## src/sv/tet_pkg.sv

```systemverilog
// Package for the text edit transform block.
// Holds the edit kind codes, the stage action codes and the inter-stage structs.
// No dependencies.
package tet_pkg;

  localparam int KIND_BITS         = 2;
  localparam int USER_BITS         = 16;
  localparam int POSITION_BITS_DEF = 32;
  localparam int LENGTH_BITS_DEF   = 16;

  // Edit kinds, as coded on the ports
  typedef enum logic [KIND_BITS-1:0] {
    KIND_INSERT  = 2'd0,
    KIND_DELETE  = 2'd1,
    KIND_REPLACE = 2'd2,
    KIND_RETAIN  = 2'd3
  } tet_kind_t;

  // What the last stage does to the local edit
  typedef enum logic [2:0] {
    ACT_PASS,       // unchanged
    ACT_SHIFT_R,    // position moves right by remote length, saturating
    ACT_SHIFT_L,    // position moves left by remote length, floored at zero
    ACT_TO_RSTART,  // position moves to the remote start
    ACT_KEEP_HEAD,  // keep only the bytes before the remote start
    ACT_COVERED,    // fully deleted, becomes retain
    ACT_TRIM_HEAD   // moves to remote start and drops the covered bytes
  } tet_action_t;

  // Stage 1 to stage 2 control
  typedef struct packed {
    tet_kind_t lk;
    tet_kind_t rk;    // remote replace already folded to delete
    logic      pass;
  } tet_ctrl_t;

  // Stage 2 to stage 3 control
  typedef struct packed {
    tet_kind_t   lk;
    tet_action_t act;
  } tet_dec_t;

endpackage

```

## src/sv/text_edit_transform.sv

```systemverilog
// Top level of the text edit transform: three-stage pipeline with valid/stall channels.
// Depends on tet_pkg, tet_prep, tet_cmp and tet_sel.

// Transforms a local text edit against a concurrent remote edit and returns one
// result transaction per input transaction, in order. The pipeline has three register
// stages (span sums, endpoint compares, result select). An accepted input is held in
// the span-sum, compare and select registers in turn; the last of these drives the
// outputs. A new edit pair is taken every cycle while in_stall is low. Each stage
// holds its transaction while the stage after it is full and stalled. Empty stages
// keep filling, so in_stall only rises once all three stages are occupied and
// out_stall is high. Position sums saturate at the top of the position range. A
// shortened edit is described by out_drop leading bytes dropped and out_length bytes kept.
module text_edit_transform #(
  parameter int POSITION_BITS = tet_pkg::POSITION_BITS_DEF,
  parameter int LENGTH_BITS   = tet_pkg::LENGTH_BITS_DEF
) (
  input  logic                                clk,
  input  logic                                rst_n,
  input  logic                                in_valid,
  output logic                                in_stall,
  input  logic [tet_pkg::KIND_BITS-1:0]       in_local_kind,
  input  logic [POSITION_BITS-1:0]            in_local_position,
  input  logic [LENGTH_BITS-1:0]              in_local_length,
  input  logic [tet_pkg::USER_BITS-1:0]       in_local_user,
  input  logic [tet_pkg::KIND_BITS-1:0]       in_remote_kind,
  input  logic [POSITION_BITS-1:0]            in_remote_position,
  input  logic [LENGTH_BITS-1:0]              in_remote_length,
  input  logic [tet_pkg::USER_BITS-1:0]       in_remote_user,
  output logic                                out_valid,
  input  logic                                out_stall,
  output logic [tet_pkg::KIND_BITS-1:0]       out_kind,
  output logic [POSITION_BITS-1:0]            out_position,
  output logic [LENGTH_BITS-1:0]              out_length,
  output logic [LENGTH_BITS-1:0]              out_drop
);
  import tet_pkg::*;

  localparam int WW = ((POSITION_BITS > LENGTH_BITS) ? POSITION_BITS : LENGTH_BITS) + 1;

  // Stage 1 to 2
  logic                     s1_valid, s1_ready;
  tet_ctrl_t                s1_ctrl;
  logic [POSITION_BITS-1:0] s1_lp, s1_rp, s1_lp_add, s1_lp_sub;
  logic [LENGTH_BITS-1:0]   s1_ll, s1_rl, s1_rp_lp, s1_rend_lp;
  logic [WW-1:0]            s1_lend, s1_rend;

  // Stage 2 to 3
  logic                     s2_valid, s2_ready;
  tet_dec_t                 s2_dec;
  logic [POSITION_BITS-1:0] s2_lp, s2_rp, s2_lp_add, s2_lp_sub;
  logic [LENGTH_BITS-1:0]   s2_ll, s2_rp_lp, s2_rend_lp, s2_ll_trim;

  // Output stage
  logic                     s3_ready;
  tet_kind_t                s3_kind;

  assign in_stall = !s1_ready;
  assign out_kind = s3_kind;

  // Span sums and pass-through flag
  tet_prep #(
    .POSITION_BITS (POSITION_BITS),
    .LENGTH_BITS   (LENGTH_BITS)
  ) u_prep (
    .clk       (clk),
    .rst_n     (rst_n),
    .valid_i   (in_valid),
    .ready_i   (s2_ready),
    .ready_o   (s1_ready),
    .lk_i      (tet_kind_t'(in_local_kind)),
    .lp_i      (in_local_position),
    .ll_i      (in_local_length),
    .lu_i      (in_local_user),
    .rk_i      (tet_kind_t'(in_remote_kind)),
    .rp_i      (in_remote_position),
    .rl_i      (in_remote_length),
    .ru_i      (in_remote_user),
    .valid_o   (s1_valid),
    .ctrl_o    (s1_ctrl),
    .lp_o      (s1_lp),
    .rp_o      (s1_rp),
    .ll_o      (s1_ll),
    .rl_o      (s1_rl),
    .lend_o    (s1_lend),
    .rend_o    (s1_rend),
    .lp_add_o  (s1_lp_add),
    .lp_sub_o  (s1_lp_sub),
    .rp_lp_o   (s1_rp_lp),
    .rend_lp_o (s1_rend_lp)
  );

  // Endpoint compares and action choice
  tet_cmp #(
    .POSITION_BITS (POSITION_BITS),
    .LENGTH_BITS   (LENGTH_BITS)
  ) u_cmp (
    .clk       (clk),
    .rst_n     (rst_n),
    .valid_i   (s1_valid),
    .ready_i   (s3_ready),
    .ready_o   (s2_ready),
    .ctrl_i    (s1_ctrl),
    .lp_i      (s1_lp),
    .rp_i      (s1_rp),
    .ll_i      (s1_ll),
    .rl_i      (s1_rl),
    .lend_i    (s1_lend),
    .rend_i    (s1_rend),
    .lp_add_i  (s1_lp_add),
    .lp_sub_i  (s1_lp_sub),
    .rp_lp_i   (s1_rp_lp),
    .rend_lp_i (s1_rend_lp),
    .valid_o   (s2_valid),
    .dec_o     (s2_dec),
    .lp_o      (s2_lp),
    .rp_o      (s2_rp),
    .ll_o      (s2_ll),
    .lp_add_o  (s2_lp_add),
    .lp_sub_o  (s2_lp_sub),
    .rp_lp_o   (s2_rp_lp),
    .rend_lp_o (s2_rend_lp),
    .ll_trim_o (s2_ll_trim)
  );

  // Result select and output register
  tet_sel #(
    .POSITION_BITS (POSITION_BITS),
    .LENGTH_BITS   (LENGTH_BITS)
  ) u_sel (
    .clk        (clk),
    .rst_n      (rst_n),
    .valid_i    (s2_valid),
    .ready_i    (!out_stall),
    .ready_o    (s3_ready),
    .dec_i      (s2_dec),
    .lp_i       (s2_lp),
    .rp_i       (s2_rp),
    .ll_i       (s2_ll),
    .lp_add_i   (s2_lp_add),
    .lp_sub_i   (s2_lp_sub),
    .rp_lp_i    (s2_rp_lp),
    .rend_lp_i  (s2_rend_lp),
    .ll_trim_i  (s2_ll_trim),
    .valid_o    (out_valid),
    .kind_o     (s3_kind),
    .position_o (out_position),
    .length_o   (out_length),
    .drop_o     (out_drop)
  );

`ifndef SYNTHESIS
  // Only a trimmed delete drops leading bytes
  a_drop_only_delete: assert property (@(posedge clk) disable iff (!rst_n)
    (out_valid && (out_drop != '0)) |-> (s3_kind == KIND_DELETE))
    else $error("non-zero drop on a result that is not a delete");

  // Input backs up only when every stage is full and the output is stalled
  a_stall_when_full: assert property (@(posedge clk) disable iff (!rst_n)
    in_stall |-> (s1_valid && s2_valid && out_valid && out_stall))
    else $error("input stalled with an empty stage or a free output");

  // Pipeline is empty after reset
  a_reset_empty: assert property (@(posedge clk)
    !rst_n |=> (!out_valid && !s1_valid && !s2_valid))
    else $error("valid stage straight after reset");
`endif

endmodule

```

## src/sv/tet_prep.sv

```systemverilog
// Stage 1 of the text edit transform: span ends, shifted positions, pass-through flag.
// Depends on tet_pkg.
module tet_prep #(
  parameter int POSITION_BITS = tet_pkg::POSITION_BITS_DEF,
  parameter int LENGTH_BITS   = tet_pkg::LENGTH_BITS_DEF
) (
  input  logic                                   clk,
  input  logic                                   rst_n,
  input  logic                                   valid_i,
  input  logic                                   ready_i,
  output logic                                   ready_o,
  input  tet_pkg::tet_kind_t                     lk_i,
  input  logic [POSITION_BITS-1:0]               lp_i,
  input  logic [LENGTH_BITS-1:0]                 ll_i,
  input  logic [tet_pkg::USER_BITS-1:0]          lu_i,
  input  tet_pkg::tet_kind_t                     rk_i,
  input  logic [POSITION_BITS-1:0]               rp_i,
  input  logic [LENGTH_BITS-1:0]                 rl_i,
  input  logic [tet_pkg::USER_BITS-1:0]          ru_i,
  output logic                                   valid_o,
  output tet_pkg::tet_ctrl_t                     ctrl_o,
  output logic [POSITION_BITS-1:0]               lp_o,
  output logic [POSITION_BITS-1:0]               rp_o,
  output logic [LENGTH_BITS-1:0]                 ll_o,
  output logic [LENGTH_BITS-1:0]                 rl_o,
  output logic [((POSITION_BITS > LENGTH_BITS) ? POSITION_BITS : LENGTH_BITS):0] lend_o,
  output logic [((POSITION_BITS > LENGTH_BITS) ? POSITION_BITS : LENGTH_BITS):0] rend_o,
  output logic [POSITION_BITS-1:0]               lp_add_o,
  output logic [POSITION_BITS-1:0]               lp_sub_o,
  output logic [LENGTH_BITS-1:0]                 rp_lp_o,
  output logic [LENGTH_BITS-1:0]                 rend_lp_o
);
  import tet_pkg::*;

  localparam int WW = ((POSITION_BITS > LENGTH_BITS) ? POSITION_BITS : LENGTH_BITS) + 1;

  logic              valid_r, valid_nxt;
  logic              load;
  tet_ctrl_t         ctrl_nxt, ctrl_r;
  logic [WW-1:0]     lp_w, rp_w, ll_w, rl_w;
  logic [WW-1:0]     lend_nxt, rend_nxt, add_w, sub_w, rp_lp_w, rend_lp_w;
  logic [POSITION_BITS-1:0] lp_add_nxt, lp_sub_nxt;
  logic [POSITION_BITS-1:0] lp_r, rp_r, lp_add_r, lp_sub_r;
  logic [LENGTH_BITS-1:0]   ll_r, rl_r, rp_lp_r, rend_lp_r;
  logic [WW-1:0]            lend_r, rend_r;

  // Handshake: take a new transaction when empty or when the next stage moves
  assign ready_o   = !valid_r || ready_i;
  assign load      = valid_i && ready_o;
  assign valid_nxt = ready_o ? valid_i : valid_r;

  // Operands at common width
  assign lp_w = {{(WW-POSITION_BITS){1'b0}}, lp_i};
  assign rp_w = {{(WW-POSITION_BITS){1'b0}}, rp_i};
  assign ll_w = {{(WW-LENGTH_BITS){1'b0}}, ll_i};
  assign rl_w = {{(WW-LENGTH_BITS){1'b0}}, rl_i};

  // Span ends and shifted positions, all in parallel
  always_comb begin
    lend_nxt  = lp_w + ll_w;
    rend_nxt  = rp_w + rl_w;
    add_w     = lp_w + rl_w;
    sub_w     = lp_w - rl_w;
    rp_lp_w   = rp_w - lp_w;
    rend_lp_w = rend_nxt - lp_w;
    // saturate at the top of the position range
    lp_add_nxt = (|add_w[WW-1:POSITION_BITS]) ? {POSITION_BITS{1'b1}}
                                              : add_w[POSITION_BITS-1:0];
    // floor at zero
    lp_sub_nxt = (lp_w > rl_w) ? sub_w[POSITION_BITS-1:0] : '0;
  end

  // Pass-through flag and remote kind folding
  always_comb begin
    ctrl_nxt.lk   = lk_i;
    ctrl_nxt.rk   = (rk_i == KIND_REPLACE) ? KIND_DELETE : rk_i;
    ctrl_nxt.pass = (lu_i == ru_i) || (lk_i == KIND_RETAIN) || (rk_i == KIND_RETAIN) ||
                    ((lk_i == KIND_REPLACE) && (rk_i == KIND_REPLACE));
  end

  always_ff @(posedge clk) begin
    if (!rst_n) begin
      valid_r <= 1'b0;
    end else begin
      valid_r <= valid_nxt;
    end
  end

  always_ff @(posedge clk) begin
    if (load) begin
      ctrl_r    <= ctrl_nxt;
      lp_r      <= lp_i;
      rp_r      <= rp_i;
      ll_r      <= ll_i;
      rl_r      <= rl_i;
      lend_r    <= lend_nxt;
      rend_r    <= rend_nxt;
      lp_add_r  <= lp_add_nxt;
      lp_sub_r  <= lp_sub_nxt;
      rp_lp_r   <= rp_lp_w[LENGTH_BITS-1:0];
      rend_lp_r <= rend_lp_w[LENGTH_BITS-1:0];
    end
  end

  assign valid_o   = valid_r;
  assign ctrl_o    = ctrl_r;
  assign lp_o      = lp_r;
  assign rp_o      = rp_r;
  assign ll_o      = ll_r;
  assign rl_o      = rl_r;
  assign lend_o    = lend_r;
  assign rend_o    = rend_r;
  assign lp_add_o  = lp_add_r;
  assign lp_sub_o  = lp_sub_r;
  assign rp_lp_o   = rp_lp_r;
  assign rend_lp_o = rend_lp_r;

endmodule

```

## src/sv/tet_cmp.sv

```systemverilog
// Stage 2 of the text edit transform: endpoint compares and choice of action.
// Depends on tet_pkg.
module tet_cmp #(
  parameter int POSITION_BITS = tet_pkg::POSITION_BITS_DEF,
  parameter int LENGTH_BITS   = tet_pkg::LENGTH_BITS_DEF
) (
  input  logic                                   clk,
  input  logic                                   rst_n,
  input  logic                                   valid_i,
  input  logic                                   ready_i,
  output logic                                   ready_o,
  input  tet_pkg::tet_ctrl_t                     ctrl_i,
  input  logic [POSITION_BITS-1:0]               lp_i,
  input  logic [POSITION_BITS-1:0]               rp_i,
  input  logic [LENGTH_BITS-1:0]                 ll_i,
  input  logic [LENGTH_BITS-1:0]                 rl_i,
  input  logic [((POSITION_BITS > LENGTH_BITS) ? POSITION_BITS : LENGTH_BITS):0] lend_i,
  input  logic [((POSITION_BITS > LENGTH_BITS) ? POSITION_BITS : LENGTH_BITS):0] rend_i,
  input  logic [POSITION_BITS-1:0]               lp_add_i,
  input  logic [POSITION_BITS-1:0]               lp_sub_i,
  input  logic [LENGTH_BITS-1:0]                 rp_lp_i,
  input  logic [LENGTH_BITS-1:0]                 rend_lp_i,
  output logic                                   valid_o,
  output tet_pkg::tet_dec_t                      dec_o,
  output logic [POSITION_BITS-1:0]               lp_o,
  output logic [POSITION_BITS-1:0]               rp_o,
  output logic [LENGTH_BITS-1:0]                 ll_o,
  output logic [POSITION_BITS-1:0]               lp_add_o,
  output logic [POSITION_BITS-1:0]               lp_sub_o,
  output logic [LENGTH_BITS-1:0]                 rp_lp_o,
  output logic [LENGTH_BITS-1:0]                 rend_lp_o,
  output logic [LENGTH_BITS-1:0]                 ll_trim_o
);
  import tet_pkg::*;

  localparam int WW = ((POSITION_BITS > LENGTH_BITS) ? POSITION_BITS : LENGTH_BITS) + 1;

  logic              valid_r, valid_nxt;
  logic              load;
  logic [WW-1:0]     lp_w, rp_w;
  logic              lp_gt_rp, lp_ge_rp, lp_lt_rend, lend_gt_rp, lend_le_rend;
  logic              any_empty, rl_nz;
  tet_action_t       act;
  tet_dec_t          dec_nxt, dec_r;
  logic [POSITION_BITS-1:0] lp_r, rp_r, lp_add_r, lp_sub_r;
  logic [LENGTH_BITS-1:0]   ll_r, rp_lp_r, rend_lp_r, ll_trim_r;

  assign ready_o   = !valid_r || ready_i;
  assign load      = valid_i && ready_o;
  assign valid_nxt = ready_o ? valid_i : valid_r;

  // Endpoint compares
  assign lp_w         = {{(WW-POSITION_BITS){1'b0}}, lp_i};
  assign rp_w         = {{(WW-POSITION_BITS){1'b0}}, rp_i};
  assign lp_gt_rp     = lp_i > rp_i;
  assign lp_ge_rp     = lp_i >= rp_i;
  assign lp_lt_rend   = lp_w < rend_i;
  assign lend_gt_rp   = lend_i > rp_w;
  assign lend_le_rend = lend_i <= rend_i;
  assign rl_nz        = rl_i != '0;
  // within an overlap window, the overlap is empty only if one span is empty
  assign any_empty    = (ll_i == '0) || !rl_nz;

  // Action choice
  always_comb begin
    act = ACT_PASS;
    if (!ctrl_i.pass) begin
      case (ctrl_i.lk)
        KIND_INSERT: begin
          if (lp_gt_rp) begin
            if (ctrl_i.rk == KIND_INSERT) act = ACT_SHIFT_R;
            else if (lp_lt_rend)          act = ACT_TO_RSTART;
            else                          act = ACT_SHIFT_L;
          end
        end
        KIND_DELETE: begin
          if (lend_gt_rp) begin
            if (ctrl_i.rk == KIND_INSERT) begin
              if (lp_ge_rp)   act = ACT_SHIFT_R;
              else if (rl_nz) act = ACT_KEEP_HEAD;
            end else if (!lp_lt_rend) begin
              act = ACT_SHIFT_L;
            end else if (any_empty) begin
              if (lp_gt_rp) act = ACT_SHIFT_L;
            end else if (lp_ge_rp && lend_le_rend) begin
              act = ACT_COVERED;
            end else if (!lp_ge_rp) begin
              act = ACT_KEEP_HEAD;
            end else begin
              act = ACT_TRIM_HEAD;
            end
          end
        end
        KIND_REPLACE: begin
          if (lend_gt_rp) begin
            if (ctrl_i.rk == KIND_INSERT) begin
              if (lp_ge_rp) act = ACT_SHIFT_R;
            end else if (!lp_lt_rend) begin
              act = ACT_SHIFT_L;
            end
          end
        end
        default: act = ACT_PASS;
      endcase
    end
  end

  assign dec_nxt.lk  = ctrl_i.lk;
  assign dec_nxt.act = act;

  always_ff @(posedge clk) begin
    if (!rst_n) begin
      valid_r <= 1'b0;
    end else begin
      valid_r <= valid_nxt;
    end
  end

  always_ff @(posedge clk) begin
    if (load) begin
      dec_r     <= dec_nxt;
      lp_r      <= lp_i;
      rp_r      <= rp_i;
      ll_r      <= ll_i;
      lp_add_r  <= lp_add_i;
      lp_sub_r  <= lp_sub_i;
      rp_lp_r   <= rp_lp_i;
      rend_lp_r <= rend_lp_i;
      ll_trim_r <= ll_i - rend_lp_i;
    end
  end

  assign valid_o   = valid_r;
  assign dec_o     = dec_r;
  assign lp_o      = lp_r;
  assign rp_o      = rp_r;
  assign ll_o      = ll_r;
  assign lp_add_o  = lp_add_r;
  assign lp_sub_o  = lp_sub_r;
  assign rp_lp_o   = rp_lp_r;
  assign rend_lp_o = rend_lp_r;
  assign ll_trim_o = ll_trim_r;

endmodule

```

## src/sv/tet_sel.sv

```systemverilog
// Stage 3 of the text edit transform: result select and output register.
// Depends on tet_pkg.
module tet_sel #(
  parameter int POSITION_BITS = tet_pkg::POSITION_BITS_DEF,
  parameter int LENGTH_BITS   = tet_pkg::LENGTH_BITS_DEF
) (
  input  logic                        clk,
  input  logic                        rst_n,
  input  logic                        valid_i,
  input  logic                        ready_i,
  output logic                        ready_o,
  input  tet_pkg::tet_dec_t           dec_i,
  input  logic [POSITION_BITS-1:0]    lp_i,
  input  logic [POSITION_BITS-1:0]    rp_i,
  input  logic [LENGTH_BITS-1:0]      ll_i,
  input  logic [POSITION_BITS-1:0]    lp_add_i,
  input  logic [POSITION_BITS-1:0]    lp_sub_i,
  input  logic [LENGTH_BITS-1:0]      rp_lp_i,
  input  logic [LENGTH_BITS-1:0]      rend_lp_i,
  input  logic [LENGTH_BITS-1:0]      ll_trim_i,
  output logic                        valid_o,
  output tet_pkg::tet_kind_t          kind_o,
  output logic [POSITION_BITS-1:0]    position_o,
  output logic [LENGTH_BITS-1:0]      length_o,
  output logic [LENGTH_BITS-1:0]      drop_o
);
  import tet_pkg::*;

  logic                     valid_r, valid_nxt;
  logic                     load;
  tet_kind_t                kind_nxt, kind_r;
  logic [POSITION_BITS-1:0] pos_nxt, pos_r;
  logic [LENGTH_BITS-1:0]   len_nxt, len_r, drop_nxt, drop_r;

  assign ready_o   = !valid_r || ready_i;
  assign load      = valid_i && ready_o;
  assign valid_nxt = ready_o ? valid_i : valid_r;

  // Result select
  always_comb begin
    kind_nxt = dec_i.lk;
    pos_nxt  = lp_i;
    len_nxt  = ll_i;
    drop_nxt = '0;
    case (dec_i.act)
      ACT_PASS:      ;
      ACT_SHIFT_R:   pos_nxt = lp_add_i;
      ACT_SHIFT_L:   pos_nxt = lp_sub_i;
      ACT_TO_RSTART: pos_nxt = rp_i;
      ACT_KEEP_HEAD: len_nxt = rp_lp_i;
      ACT_COVERED: begin
        kind_nxt = KIND_RETAIN;
        len_nxt  = '0;
      end
      ACT_TRIM_HEAD: begin
        pos_nxt  = rp_i;
        drop_nxt = rend_lp_i;
        len_nxt  = ll_trim_i;
      end
      default: ;
    endcase
  end

  always_ff @(posedge clk) begin
    if (!rst_n) begin
      valid_r <= 1'b0;
    end else begin
      valid_r <= valid_nxt;
    end
  end

  always_ff @(posedge clk) begin
    if (load) begin
      kind_r <= kind_nxt;
      pos_r  <= pos_nxt;
      len_r  <= len_nxt;
      drop_r <= drop_nxt;
    end
  end

  assign valid_o    = valid_r;
  assign kind_o     = kind_r;
  assign position_o = pos_r;
  assign length_o   = len_r;
  assign drop_o     = drop_r;

endmodule

```

## config.mk

```make
export PLATFORM = sky130hd
export DESIGN_NAME = text_edit_transform
export DESIGN_NICKNAME = d
export VERILOG_FILES = /design/src/sv/tet_pkg.sv /design/src/sv/text_edit_transform.sv /design/src/sv/tet_prep.sv /design/src/sv/tet_cmp.sv /design/src/sv/tet_sel.sv
export SDC_FILE = /design/constraint.sdc
export NUM_CORES = 1
export LEC_CHECK = 0
export BUFFER_PORTS_ARGS = -buffer_cell sky130_fd_sc_hd__clkbuf_2
export CAP_MARGIN = 30
export CORE_MARGIN = 2
export CORE_UTILIZATION = 35
export DETAILED_ROUTE_END_ITERATION = 10
export PLACE_DENSITY_LB_ADDON = 0.25
export SETUP_SLACK_MARGIN = 0.3
export SYNTH_ARGS = -nofsm -noshare
export SYNTH_HDL_FRONTEND = slang
export SYNTH_HIERARCHICAL = 1
export SYNTH_SLANG_ARGS = --single-unit
```

## constraint.sdc

```tcl
create_clock -name clk -period 12 [get_ports clk]
set_input_delay 0.6 -clock clk [delete_from_list [all_inputs] [get_ports clk]]
set_output_delay 0.6 -clock clk [all_outputs]
set_load 0.005 [all_outputs]
```

==> results_dict.tcl <==
set metrics [dict create \
    crit_path_cell_trace "clkbuf_2 > ha_1 > inv_1 > fa_1 > nor2b_1 > o31a_1 > o21ai_0 > nand2b_1 > a21o_1 > a21oi_1 > xnor2_1 > ha_1 > a21o_1 > a21oi_1 > o21ai_0 > nor4_1 > o21bai_1 > a21oi_1 > xor2_1" \
    ys.flop_type "edfxtp_1" \
    ys.warnings.count 6 \
    grt_pass1_vias 19100 \
    arrival_ns 4.36 \
    rrSetupSlack_ns 8.26 \
    fin_crit_sh_pct 33.3 \
    clkLatencyLatePin_ns 0.62 \
    postCtsSetupRepairBufs 0 \
    worst_ep_required_time_ns 12.37 \
    grt_pass1_wl_um 119000 \
    grt.overflow.total 0 \
    slew_headroom_pct 33.8 \
    fin_worst_skew_ns 0.0253 \
    cts_tree "yes" \
    cp_num_buf_inv 2 \
    worst_slew_pin_slew_ns 0.968 \
    seqCellArea_sq_um 15900 \
    power_density_nw_per_um2 150 \
    yosysTopAreaCellShare_pct 56.6 \
    yosysTopAreaCell "edfxtp_1" \
    slew_violations 0 \
    coreArea_sq_um 79000 \
    die_h_um 286 \
    critPathMaxStageDelay_ns 0.33 \
    ios 204 \
    synth-async-reset-ratio_pct 0 \
    synth_cell_types 79 \
    crit_type "in2reg" \
    clock.fmax_ghz 0.250 \
    ir_drop_uv 133 \
    cp-start-kind "input pin" \
    area_growth_pct 14.4 \
    tns_ns 0 \
    nets 2849 \
    wl_per_cell_um 22.5 \
    die_w_um 286 \
    cts_resized 0 \
    critPathCaptureType "flop" \
    report.final.setup_viol 0 \
    slowest_stage "nor4_1" \
    p_leak_uw 0.0126 \
    io_buffers 203 \
    timing.rr.start "u_prep/ll_o[1]" \
    hp-class "in2reg" \
    finalCriticalPeriod_ns 3.99 \
    drv_cap 0 \
    hold_viol_final 0 \
    wl_um 80200 \
    num-fill-cells 7400 \
    numCtsBuffers 55 \
    multiInputGateArea_sq_um 11100 \
    post-route-drc-count 0 \
    drt_iter0_markers 1395 \
    syn_avg_cell_area_sq_um 12.4 \
    grt_setup_unrepaired "false" \
    worst_hold_path.num_cells 1 \
    clk_pin_slew_ns 0.07 \
    post_route_cells_drive_above_1_share_pct 15.8 \
    clock-root-buffer "clkbuf_16" \
    dp_cells 3457 \
    dp_hpwl_um 60400 \
    synth.area.top_cells "edfxtp_1, ha_1, a21oi_1" \
    r2r_end "u_cmp/ll_trim_o[15]" \
    cp_common_cell "a21oi_1" \
    vias 19000 \
    postSynthCellCount 2252 \
    htreeDepth 2 \
    netlist_area_sq_um 27900 \
    start_util_pct 35.3 \
    diodes 0 \
    status "completed" \
    via_per_inst 5.34 \
    rows 103 \
    ant_nets 0 \
    worstPathMaxFanout 4 \
    antenna_found_initial 3 \
    grt_max_degree 77 \
    dieArea_sq_um 82000 \
    power.total_uw 4800 \
    ys_seq_area_share_pct 56.8 \
    worstHoldStart "in_remote_position[2]" \
    cts_buffer_depth 3 \
    synth_edf_count 526 \
    rr_worst_depth 9 \
    stdcell_count 3561 \
    cp_top_family "compound AO/OA/AOI/OAI gates" \
    ys_seq_elements 529 \
    min_to "u_prep/rp_o[2]" \
    grt_usage_pct 19.3 \
    cts.sinks 529 \
    syn-num-nets 2632 \
    drt-pass1-iter-count 5 \
    cts_hold_buf 0 \
    routabilityCongestion 0.937 \
]
-- cell type report --
cell class,instances,share of cell area (%)
clock buffer,74,4.54
clock inverter,25,0.921
inverter,169,1.99
multi-input combinational,1488,34.7
sequential,529,49.7
tap,1050,4.12
timing repair buffer,226,4.03
-- kinds of logic (layout without fill, tap and decap cells) --
group / Yosys count / count (layout) / share of synthesized area (%)
buffers and inverters: 235 / 494 / 3.44
muxes: 54 / 54 / 2.11
DFF: 529 / 529 / 56.8
and+or+nand+nor: 549 / 549 / 10.1
adders and majority gates: 244 / 244 / 11.1
xor gates and xnor gates: 144 / 144 / 4.52
AOI/OAI and AO/OA: 497 / 497 / 11.9
-- flip-flops by register name, indices dropped and copies added, names as in the netlist, 32 cells and up --
name	count
u_sel/position_o	32
u_cmp/rp_o	32
u_prep/lp_o	32
u_prep/lp_sub_o	32
u_cmp/lp_o	32
u_prep/lp_add_o	32
u_prep/lend_o	33
u_cmp/lp_add_o	32
u_cmp/lp_sub_o	32
u_prep/rend_o	33
u_prep/rp_o	32
-- stage by stage --
step / hold WS (ns) / utilization, % / area [sq um] / setup slack, ns
floorplan: 0.400 / - / 27900 / 4.40
global placement: 0.401 / 38.0 / 30000 / 7.50
detailed placement: 0.406 / 38.1 / 30100 / 7.44
CTS: 0.165 / 40.3 / 31800 / 8.09
global route: 0.175 / 40.4 / 31900 / 7.65
finish: 0.198 / 40.4 / 31900 / 8.01
-- cell usage after synthesis, types with 13 or more instances --
| cell | count |
|---|---|
| nor4_1 | 23 |
| o22ai_2 | 30 |
| xor2_1 | 65 |
| buf_2 | 14 |
| o21ai_0 | 68 |
| a21o_1 | 30 |
| a31oi_1 | 14 |
| ha_1 | 237 |
| nor2_1 | 172 |
| nand2_1 | 96 |
| a21oi_1 | 159 |
| mux2i_1 | 16 |
| o21ai_1 | 21 |
| a211oi_1 | 52 |
| inv_1 | 167 |
| nor2b_1 | 25 |
| nand3_1 | 36 |
| and3_1 | 32 |
| nand2b_1 | 25 |
| and2_1 | 13 |
| clkbuf_1 | 37 |
| edfxtp_1 | 526 |
| o21bai_1 | 13 |
| o21a_1 | 23 |
| nand4_1 | 36 |
| xnor2_1 | 79 |
| a21boi_0 | 14 |
| mux2_2 | 38 |
| nor3_1 | 33 |
-- routing by layer --
layer,track usage [%],part of all wire (%)
met1,27.0,46
met2,31.4,46
met3,2.78,5.7
met4,4.87,2.1
met5,0,0.045
-- layout by cell type, fill, tap and decap left out, types with 33 or more instances in the layout --
| cell | Yosys | routed |
|---|---|---|
| a211oi_1 | 52 | 52 |
| a21oi_1 | 159 | 159 |
| clkbuf_16 | 0 | 55 |
| clkbuf_2 | 0 | 203 |
| edfxtp_1 | 526 | 526 |
| ha_1 | 237 | 237 |
| inv_1 | 167 | 167 |
| mux2_2 | 38 | 38 |
| nand2_1 | 96 | 96 |
| nand3_1 | 36 | 36 |
| nand4_1 | 36 | 36 |
| nor2_1 | 172 | 172 |
| nor3_1 | 33 | 33 |
| o21ai_0 | 68 | 68 |
| xnor2_1 | 79 | 79 |
| xor2_1 | 65 | 65 |
-- power by group --
group | internal, uW | switching (uW) | leakage (uW)
clock network | 957 | 722 | 0.000844
logic | 317 | 496 | 0.00666
registers | 2230 | 80.2 | 0.00507
-- worst max-delay path by stage --
stage,depth (start not counted),slack (ns),startpoint,endpoint
after global routing,19,7.65,in_remote_length[0],u_prep/rend_lp_o[15]
after CTS,19,8.09,in_remote_length[0],u_prep/rend_lp_o[15]
after floorplan,5,4.40,out_stall,u_prep/ctrl_o[0]
after detailed placement,19,7.44,in_remote_length[0],u_prep/rend_lp_o[15]
after global placement,19,7.50,in_remote_length[0],u_prep/rend_lp_o[15]
final,19,8.01,in_remote_length[0],u_prep/rend_lp_o[15]
-- worst register-to-register path: cells and delay by family, from the launching register on --
kind                       cells  cell delay [ns]
DFF                            1             0.48
xor gates and xnor gates       1             0.18
AOI/OAI and AO/OA              5             2.13
adders and majority gates      1             0.34
and+or+nand+nor                2             0.38
No activity file was read; power rests on OpenSTA's default activity.
